## config.mk

```make
export PLATFORM = sky130hd
export DESIGN_NAME = omts_ctrl
export DESIGN_NICKNAME = d
export VERILOG_FILES = /design/src/rtl/core/omts_pkg.sv /design/src/rtl/core/omts_ctrl.sv
export SDC_FILE = /design/constraint.sdc
export NUM_CORES = 1
export LEC_CHECK = 0
export BUFFER_PORTS_ARGS = -buffer_cell sky130_fd_sc_hd__buf_2
export CAP_MARGIN = 40
export CORE_AREA = 10 10 47 49
export CTS_CLUSTER_DIAMETER = 100
export DETAILED_ROUTE_END_ITERATION = 12
export DIE_AREA = 0 0 57 59
export GPL_TIMING_DRIVEN = 0
export PLACE_DENSITY = 0.65
export SYNTH_ARGS = -nofsm -noshare
export SYNTH_HDL_FRONTEND = slang
export SYNTH_SLANG_ARGS = --single-unit
```

## constraint.sdc

```tcl
create_clock -name clock -period 2 [get_ports clock]
set_input_delay 0.2 -clock clock [delete_from_list [all_inputs] [get_ports clock]]
set_output_delay 0.2 -clock clock [all_outputs]
set_load 0.005 [all_outputs]
```

## src/rtl/core/omts_pkg.sv

```systemverilog
`default_nettype none
// ----------------------------------------------------------------------------
// omts_pkg
// Shared constants, types and helpers for the objectness mask tile selector.
// ----------------------------------------------------------------------------
package omts_pkg;

   localparam int MASK_SCALE     = 8;
   localparam int SCALE_SHIFT    = $clog2(MASK_SCALE);
   localparam int MASK_COLS      = 256;
   localparam int MASK_ROWS      = 256;
   localparam int MAX_GRID_TILES = 1023;
   localparam int COUNT_LIMIT    = (MAX_GRID_TILES < 1023) ? MAX_GRID_TILES : 1023;

   localparam int COL_W      = $clog2(MASK_COLS);
   localparam int ROW_W      = $clog2(MASK_ROWS);
   localparam int MASK_DEPTH = MASK_ROWS * MASK_COLS;
   localparam int ADDR_W     = $clog2(MASK_DEPTH);
   localparam int CELL_W     = 16;
   localparam int EPOCH_W    = 8;
   localparam int EDGE_W     = 13;
   localparam int CNT_W      = 10;

   localparam int CSR_IDX_W  = 3;
   localparam int CSR_DATA_W = 16;
   localparam int REQ_DATA_W = 120;
   localparam int RSP_DATA_W = 56;

   typedef enum logic [CSR_IDX_W-1:0] {
      CSR_IMAGE_WIDTH  = 3'd0,
      CSR_IMAGE_HEIGHT = 3'd1,
      CSR_THRESHOLD    = 3'd2,
      CSR_FALLBACK     = 3'd3,
      CSR_MAX_TILES    = 3'd4,
      CSR_DENSE        = 3'd5
   } csr_index_type;

   typedef enum logic [1:0] {
      OP_CLEAR = 2'd0,
      OP_PAINT = 2'd1,
      OP_QUERY = 2'd2,
      OP_END   = 2'd3
   } op_type;

   localparam logic KIND_VERDICT = 1'b0;
   localparam logic KIND_SUMMARY = 1'b1;

   typedef struct packed {
      op_type      operation;
      logic [12:0] box_left;
      logic [12:0] box_top;
      logic [12:0] box_right;
      logic [12:0] box_bottom;
      logic [15:0] box_confidence;
      logic [10:0] tile_left;
      logic [10:0] tile_top;
      logic [11:0] tile_width;
      logic [11:0] tile_height;
   } req_type;

   typedef struct packed {
      logic             result_kind;
      logic [CNT_W-1:0] tile_number;
      logic [15:0]      tile_peak;
      logic             tile_active;
      logic             tile_selected;
      logic             grid_fallback;
      logic             was_capped;
      logic [CNT_W-1:0] active_count;
      logic [CNT_W-1:0] tiles_seen;
   } rsp_type;

   // controller -> datapath
   typedef struct packed {
      logic load;
      logic setup;
      logic walk;
      logic sweep;
      logic finish;
   } cmd_type;

   // datapath -> controller
   typedef struct packed {
      op_type op;
      logic   empty;
      logic   walk_last;
      logic   sweep_last;
      logic   epoch_full;
      logic   out_free;
   } stat_type;

   // signed pixel to cell edge: truncating divide, floored at zero
   function automatic logic [EDGE_W-1:0] cell_of(input logic [12:0] px);
      logic [EDGE_W-1:0] r;
      r = px[12] ? '0 : (EDGE_W'(px) >> SCALE_SHIFT);
      return r;
   endfunction

   // mask extent for a frame dimension, limited to the stored size
   function automatic logic [EDGE_W-1:0] mask_span(input logic [10:0] dim,
                                                   input logic [EDGE_W-1:0] cap);
      logic [EDGE_W-1:0] n;
      n = (EDGE_W'(dim) >> SCALE_SHIFT) + EDGE_W'(1);
      return (n > cap) ? cap : n;
   endfunction

endpackage
`default_nettype wire

```

## src/rtl/core/omts_ctrl.sv

```systemverilog
`default_nettype none
// ----------------------------------------------------------------------------
// omts_ctrl
// Sequencer: accepts a beat, sets up the cell walk, drains the read pipe and
// hands the result to the output register.
// ----------------------------------------------------------------------------
module omts_ctrl import omts_pkg::*; (
   input  wire logic     clock,
   input  wire logic     reset,
   input  wire stat_type stat,
   input  wire logic     req_tvalid,
   output logic          req_tready,
   output cmd_type       cmd
);

   typedef enum logic [5:0] {
      ST_SWEEP  = 6'b000001,
      ST_IDLE   = 6'b000010,
      ST_SETUP  = 6'b000100,
      ST_WALK   = 6'b001000,
      ST_DRAIN  = 6'b010000,
      ST_FINISH = 6'b100000
   } ctrl_state_type;

   ctrl_state_type state_ff, state_in;

   always_comb begin
      state_in = state_ff;
      case (state_ff)
         ST_SWEEP: begin
            if (stat.sweep_last) state_in = ST_IDLE;
         end
         ST_IDLE: begin
            if (req_tvalid) state_in = ST_SETUP;
         end
         ST_SETUP: begin
            case (stat.op)
               OP_CLEAR: state_in = stat.epoch_full ? ST_SWEEP : ST_IDLE;
               OP_PAINT: state_in = stat.empty ? ST_IDLE : ST_WALK;
               OP_QUERY: state_in = stat.empty ? ST_FINISH : ST_WALK;
               OP_END:   state_in = ST_FINISH;
               default:  state_in = ST_IDLE;
            endcase
         end
         ST_WALK: begin
            if (stat.walk_last) state_in = ST_DRAIN;
         end
         ST_DRAIN: begin
            state_in = (stat.op == OP_PAINT) ? ST_IDLE : ST_FINISH;
         end
         ST_FINISH: begin
            if (stat.out_free) state_in = ST_IDLE;
         end
         default: begin
            state_in = ST_IDLE;
         end
      endcase
   end

   always_ff @(posedge clock) begin
      if (reset) begin
         state_ff <= ST_SWEEP;
      end else begin
         state_ff <= state_in;
      end
   end

   assign req_tready = (state_ff == ST_IDLE);

   always_comb begin
      cmd.load   = (state_ff == ST_IDLE) && req_tvalid;
      cmd.setup  = (state_ff == ST_SETUP);
      cmd.walk   = (state_ff == ST_WALK);
      cmd.sweep  = (state_ff == ST_SWEEP);
      cmd.finish = (state_ff == ST_FINISH) && stat.out_free;
   end

endmodule
`default_nettype wire

```

After elaboration in Yosys (flattened, before gate mapping). Cells that the tools add are included.

Equality and inequality tests: 13. Shift operators: 0. Divide/modulo/power cells: 0. Multiplexer cells: 10. $mul: 0. Reductions and logical operators: 4. Order comparisons: 0. $add $sub $neg: 0. Bitwise logic cells: 0.

Operators by type and width (number): two-way mux 6 bit (6); case mux 6 bit (6 select lines) (1); case mux 6 bit (4 select lines) (1); != test 2 bit, second input constant (4); equality test 6 x 1 -> 1 bit, second input constant (1); equality test 6 x 2 -> 1 bit, second input constant (1); equality test 6 x 3 -> 1 bit, second input constant (1); equality test 6 x 4 -> 1 bit, second input constant (1); equality test 6 x 5 -> 1 bit, second input constant (1); equality test 6 bit, second input constant (1); equality test 2 bit, second input constant (2); two-way mux 4 bit (1); AND reduction 4 bit (1); equality test 2 x 1 -> 1 bit, second input constant (1); logical AND 1 bit (2); zero test 2 bit (1); two-way mux 2 bit (1).

Bits in registers: 6. Input bits: 10. ROM bits: 0. Latch bits: 0. Output and inout bits: 6. Memories: 0. Word-level logic and storage cells: 28. Bits in writable memories: 0.

Logic depth before layout (Yosys ltp). Gate-level depths: netlist of run 1.

Word-level depth: 3. Gate-level depth with buffers: 5. Depth with buffers taken out: 4.

Least setup slack after synthesis of run 1. No wires, ideal clock.

Kind: reg2reg. Start: reg state_ff[1]. End: reg state_ff[4]. Arrival: 1.510 ns. Buffers on the path: 1. Setup time: 0.124 ns. Required time: 1.876 ns. Setup slack: 0.366 ns. Period minus slack after synthesis: 1.634 ns. Cell stages (with the launch flop): 6. Path through: dfxtp_1 or4_1 clkbuf_1 or3_1 nand3b_1 nor3_1.

Cells in the longest elaborated chain, start to end: 3. Elaborated cells between the ends (all ways): 12. Those cells by class: eq/ne (10); mux (1); reduce/logical (1).

Ends and longest elaborated chain: start, declared (line omts_ctrl.sv:25) `ctrl_state_type state_ff, state_in;`; start signal, assigned (line omts_ctrl.sv:64) `state_ff <= state_in;`; equality test 6 x 2 -> 1 bit (tied with other cells) (line omts_ctrl.sv:29) `case (state_ff)`; != test 2 bit (no line); AND reduction 4 bit (no line).

Parallel ways exist; a longest one is shown, timed or not. A chain may end at the register's enable or synchronous reset.

Worst setup path in the final report of run 1.
Start: reg state_ff[1]. End: reg state_ff[1].

The elaborated chain is that of the path after synthesis.

==> results.sh, run 1 <==
export IMPL_gp_congestion=0.7483
export IMPL_clockRootBuffer="clkbuf_4"
export IMPL_seq_area_frac_synth=0.2866
export IMPL_grt_overflow=0
export IMPL_synth_seq_cells=6
export IMPL_slowest_stage="or4_1"
export IMPL_initial_utilization=0.2991
export IMPL_cts_tree="done"
export IMPL_slew_violations=0
export IMPL_avgSynthCellArea_um2=7.621
export IMPL_diodes=0
export IMPL_status="finished, final reports clean"
export IMPL_area_growth_pct=26.87
export IMPL_async_reset_ff_frac=0
export IMPL_grt_pass1_wl_mm=1.918
export IMPL_final_period_utilization=0.8887
export IMPL_vdd_ir_drop_worst_v=0.0003218
export IMPL_numCtsBuffers=3
export IMPL_first_pass_iters=4
export IMPL_track_usage=0.06955
export IMPL_holdBufCountCts=0
export IMPL_top_register="state_ff"
export IMPL_die_y_um=59
export IMPL_critPathKind="reg2reg"
export IMPL_r2r_start="state_ff[1]"
export IMPL_synthCells=55
export IMPL_cts_setup_buffers=0
export IMPL_max_freq_mhz=562.6
export IMPL_crit_buf_inv=1
export IMPL_tightest_slew_ns=0.5276
export IMPL_finalClockSkew_ns=0.007095
export IMPL_cts_sinks=6
export IMPL_clkTransAtPathRegs_ns=0.05
export IMPL_rsz0062_at_grt="false"
export IMPL_yosys_warnings=0
export IMPL_min_path_type="in2reg"
export IMPL_crit_start="state_ff[1]"
export IMPL_crit_arrival_ns=1.89
export IMPL_num_vias=452
export IMPL_slew_headroom=0.6450
export IMPL_ioPinCount=16
export IMPL_end_kind="flop"
export IMPL_syn_cell_area_um2=419.2
export IMPL_worstPathMaxFanout=6
export IMPL_htreeDepth=1
export IMPL_synth_cell_types=29
export IMPL_drv_cap=0
export IMPL_setup_violations=0
export IMPL_largest_reg_flops=6
export IMPL_grt_start_max_net_pins=8
export IMPL_core_region_area_um2=1401
export IMPL_syn_nets=65
export IMPL_drc=0
export IMPL_p_leak_nw=0.2461
export IMPL_cts_resized=0
export IMPL_drt_initial_drc_count=6
export IMPL_routedWlPerCell_um=13.09
export IMPL_antenna_found_initial=0
export IMPL_path_cells="or4_1, clkbuf_1, or3_1, nand3b_1, a31oi_1"
export IMPL_reg_top3="state_ff x6"
export IMPL_via_per_inst=5.136
export IMPL_crit_family="simple AND/OR/NAND/NOR gates"
export IMPL_nets=84
export IMPL_start_kind="flop"
export IMPL_max_stage_delay_ns=0.52
export IMPL_synth_enable_flop_cells=0
export IMPL_finalHoldViolCount=0
export IMPL_setup_tns_ns=0
export IMPL_antenna_left=0
export IMPL_io_buffers=14
export IMPL_grt_pass1_vias=488
export IMPL_die_area_um2=3363
export IMPL_hpwl_um=919.1
export IMPL_synth_ff_type="dfxtp_1"
export IMPL_drive_gt1_frac=0.3056
export IMPL_fin_hold_ws_ns=0.1553
export IMPL_rows=14
export IMPL_clk_path_buf_depth=2
export IMPL_die_w_um=57
export IMPL_worstHoldStart="reset"
export IMPL_worstPathRequired_ns=2.12
export IMPL_insertion_delay_ns=0.24
export IMPL_routed_wl_mm=1.152
export IMPL_power_density_nw_per_um2=549.9
export IMPL_fin_crit_ns=1.777
-- worst paths after layout --
path | endpoint | slack (ns) | cells past startpoint
min reg2reg | state_ff[4] | 0.59 | 2
max reg2reg | state_ff[1] | 0.22 | 5
min | state_ff[3] | 0.16 | 2
max | state_ff[1] | 0.22 | 5
-- routing by layer --
metal / track usage / routed length, µm / vias to the layer above
met1: 0.06643 / 505 / 205
met2: 0.1225 / 585 / 11
met4: 0.06376 / 34 / 0
met5: 0 / 0 / -
met3: 0.01502 / 26 / 4
li1: - / - / 232
-- report_power, final --
part	internal (W)	switching (W)	total (W)	leakage [nW]
logic	0.0000260	0.0000245	0.0000505	0.183
registers	0.000124	0.00000630	0.000131	0.0491
clock network	0.0000679	0.0000435	0.000111	0.0138
total	0.000218	0.0000743	0.000292	0.246
-- worst register-to-register path: cells and delay by family, from the launching register on --
family          cells  cell delay [ns]
compound gates      1             0.06
buf+inv             1             0.18
flops               1             0.34
simple gates        3             1.09
-- per-stage QoR --
stage	cells	util	total power, W	area, µm²	worst slack [ns]
2_1_floorplan	55	-	0.0001615	419.2	0.3663
3_3_place_gp	85	0.3634	0.0001825	509.2	0.2666
3_5_place_dp	85	0.3634	0.0001835	509.2	0.2443
4_1_cts	88	0.3795	0.0002962	531.8	0.2252
5_1_grt	88	0.3795	0.0003043	531.8	0.1562
6_report	88	0.3795	0.0002924	531.8	0.2226
-- logic make-up after synthesis --
group	Yosys count	share of synthesized area
buf+inv	7	0.06270
simple gates	32	0.4746
flops	6	0.2866
xor+xnor	1	0.02090
compound gates	9	0.1552
-- cell usage in the layout, fill, tap and decap left out, types with 3 or more instances in the layout --
master / synthesis / final
inv_1: 5 / 5
nor2_1: 5 / 5
buf_2: 0 / 14
dfxtp_1: 6 / 6
nand2_1: 4 / 4
nor3_1: 4 / 4
clkbuf_4: 0 / 3
-- area by class of cell --
class	count	area (µm²)
plain buffers	2	7.507
clock buffers	3	22.52
fillers	149	869.6
inverters	5	18.77
multi-input cells	42	272.8
flip-flops and latches	6	120.1
well taps	16	20.02
repair buffers	14	70.07
-- cells in the mapped netlist (all sizes together), types with 2 or more instances --
| library cell | number | area (µm²) |
|---|---|---|
| clkbuf | 2 | 7.510 |
| nor3 | 4 | 20.02 |
| a21oi | 2 | 13.76 |
| nand2b | 2 | 12.51 |
| nor3b | 2 | 15.01 |
| nand3b | 2 | 15.01 |
| inv | 5 | 18.77 |
| or2 | 3 | 18.77 |
| or3 | 2 | 12.51 |
| nand2 | 4 | 15.01 |
| nor4b | 2 | 17.52 |
| dfxtp | 6 | 120.1 |
| nor2 | 5 | 18.77 |
No activity file was read; power rests on OpenSTA's default activity.
==> run 2: changes to the inputs <==
--- a/config.mk
+++ b/config.mk
@@ -7,12 +7,14 @@
 export LEC_CHECK = 0
 export BUFFER_PORTS_ARGS = -buffer_cell sky130_fd_sc_hd__buf_2
 export CAP_MARGIN = 40
-export CORE_AREA = 10 10 47 49
+export CELL_PAD_IN_SITES_DETAIL_PLACEMENT = 1
+export CELL_PAD_IN_SITES_GLOBAL_PLACEMENT = 2
+export CORE_MARGIN = 10
+export CORE_UTILIZATION = 24
 export CTS_CLUSTER_DIAMETER = 100
 export DETAILED_ROUTE_END_ITERATION = 12
-export DIE_AREA = 0 0 57 59
 export GPL_TIMING_DRIVEN = 0
-export PLACE_DENSITY = 0.65
+export PLACE_DENSITY = 0.83
 export SYNTH_ARGS = -nofsm -noshare
 export SYNTH_HDL_FRONTEND = slang
 export SYNTH_SLANG_ARGS = --single-unit
==> run 2 against run 1 <==
Register-to-register slack is essentially flat. Core utilization decreased by 6.4 points. Routed wire length fell by 1.6%. Die area rose by 14%. Critical path depth unchanged. Power down 0.68%. Via count is 1.1% lower. Critical endpoint unchanged. Highest routed layer is now met3.
==> results.sh, run 2 (synthesis results as in run 1) <==
export IMPL_fin_ws_ns=0.2361
export IMPL_internal_power_w=0.0002181
export IMPL_htreeDepth=1
export IMPL_swShare=0.2492
export IMPL_worstPathRequired_ns=2.12
export IMPL_cts_tree="done"
export IMPL_pwr_share_seq=0.446
export IMPL_p_leak_nw=0.2461
export IMPL_ioPinCount=16
export IMPL_area_growth_pct=27.16
export IMPL_core_region_area_um2=1689
export IMPL_critPathKind="reg2reg"
export IMPL_cts_resized=0
export IMPL_clkTransAtPathRegs_ns=0.05
export IMPL_antenna_left=0
export IMPL_clk_path_buf_depth=2
export IMPL_cts_sinks=6
export IMPL_numCtsBuffers=3
export IMPL_insertion_delay_ns=0.24
export IMPL_power_density_nw_per_um2=544.9
export IMPL_setup_violations=0
export IMPL_final_cell_mix="buf_2, dfxtp_1, inv_1, nor2_1"
export IMPL_cts_setup_buffers=0
export IMPL_final_common_cell="buf_2"
export IMPL_status="finished, final reports clean"
export IMPL_power_switching_w=0.00007237
export IMPL_place_ws_ns=0.2406
export IMPL_slew_violations=0
export IMPL_final_period_utilization=0.8820
export IMPL_die_w_um=61.79
export IMPL_tightest_slew_ns=0.4876
export IMPL_largest_reg_flops=6
export IMPL_num_vias=447
export IMPL_vdd_ir_drop_worst_v=0.0003201
export IMPL_nets=84
export IMPL_drt_initial_drc_count=10
export IMPL_comb_power_share=0.179
export IMPL_reg2reg_depth=5
export IMPL_grt_pass1_wl_mm=1.911
export IMPL_antenna_found_initial=0
export IMPL_slew_headroom=0.6719
export IMPL_finalHoldViolCount=0
export IMPL_finalClockSkew_ns=0.003769
export IMPL_start_kind="flop"
export IMPL_top_register="state_ff"
export IMPL_min_path_type="in2reg"
export IMPL_worstPathMaxFanout=6
export IMPL_track_usage=0.06441
export IMPL_setup_tns_ns=0
export IMPL_first_pass_iters=4
export IMPL_r2r_end="state_ff[1]"
export IMPL_grt_pass1_vias=441
export IMPL_clockRootBuffer="clkbuf_4"
export IMPL_holdPathStages=2
export IMPL_routed_wl_mm=1.134
export IMPL_worstHoldStart="reset"
export IMPL_reg_top3="state_ff x6"
export IMPL_r2r_start="state_ff[1]"
export IMPL_drive_gt1_frac=0.3056
export IMPL_fin_crit_ns=1.764
export IMPL_max_freq_mhz=566.9
export IMPL_grt_start_max_net_pins=8
export IMPL_gp_congestion=0.7372
export IMPL_drc=0
export IMPL_rows=15
export IMPL_holdBufCountCts=0
export IMPL_via_per_inst=5.022
export IMPL_io_buffers=14
export IMPL_initial_utilization=0.2481
export IMPL_r2r_setup_slack_ns=0.24
export IMPL_crit_arrival_ns=1.88
export IMPL_end_kind="flop"
export IMPL_die_area_um2=3818
export IMPL_routedWlPerCell_um=12.74
export IMPL_drv_cap=0
export IMPL_min_to="state_ff[3]"
export IMPL_grt_overflow=0
export IMPL_rsz0062_at_grt="false"
export IMPL_diodes=0
export IMPL_p_clk_frac=0.376
export IMPL_die_y_um=61.79
[run 2: cell counts in the layout (fill, tap and decap cells not counted)]
Identical to the previous run, type by type.
[run 2: area by class of cell]
| class | instances | area, µm² |
|---|---|---|
| Clock buffer | 3 | 22.52 |
| Sequential cell | 6 | 120.1 |
| Tap cell | 17 | 21.27 |
| Fill cell | 214 | 1156 |
| Timing Repair Buffer | 14 | 70.07 |
| Inverter | 5 | 18.77 |
| Multi-Input combinational cell | 42 | 272.8 |
| Buffer | 2 | 7.507 |
[run 2: metal layers]
layer  share of wire  global-route usage  up-vias
li1                -                   -      234
met5               0                   0        -
met4               0            0.009554        0
met2            0.45              0.1025       10
met3           0.071             0.02846        0
met1            0.48             0.07940      203
[run 2: worst max-delay path, cell delays in order (launching register included)]
cell and delay, ns:
dfxtp_1 0.33, or4_1 0.52, clkbuf_1 0.17, or3_1 0.40, nand3b_1 0.17, a31oi_1 0.06
[run 2: worst max-delay path by stage]
stage,from,to,slack [ns],depth (start not counted)
2_1_floorplan,state_ff[1],state_ff[4],0.37,5
3_3_place_gp,state_ff[1],state_ff[4],0.24,5
3_5_place_dp,state_ff[2],state_ff[4],0.24,5
4_1_cts,state_ff[1],state_ff[1],0.23,5
5_1_grt,state_ff[1],state_ff[1],0.12,5
6_report,state_ff[1],state_ff[1],0.24,5
[run 2: through the flow]
stage | cells | hold slack [ns] | utilization | instance area (µm²) | power [W]
detailed placement | 86 | 0.4126 | 0.3022 | 510.5 | 0.0001846
global placement | 86 | 0.4156 | 0.3022 | 510.5 | 0.0001837
CTS | 89 | 0.1546 | 0.3156 | 533.0 | 0.0002987
global route | 89 | 0.1649 | 0.3156 | 533.0 | 0.0003105
finish | 89 | 0.1648 | 0.3156 | 533.0 | 0.0002904
floorplan | 55 | 0.2624 | - | 419.2 | 0.0001615
[run 2: power by group through the flow]
stage	registers [W]	logic, W	clock network [W]
global route	0.000130	0.0000604	0.000120
finish	0.000129	0.0000519	0.000109
detailed placement	0.000132	0.0000528	0
global placement	0.000132	0.0000518	0
floorplan	0.000130	0.0000311	0
CTS	0.000129	0.0000530	0.000116
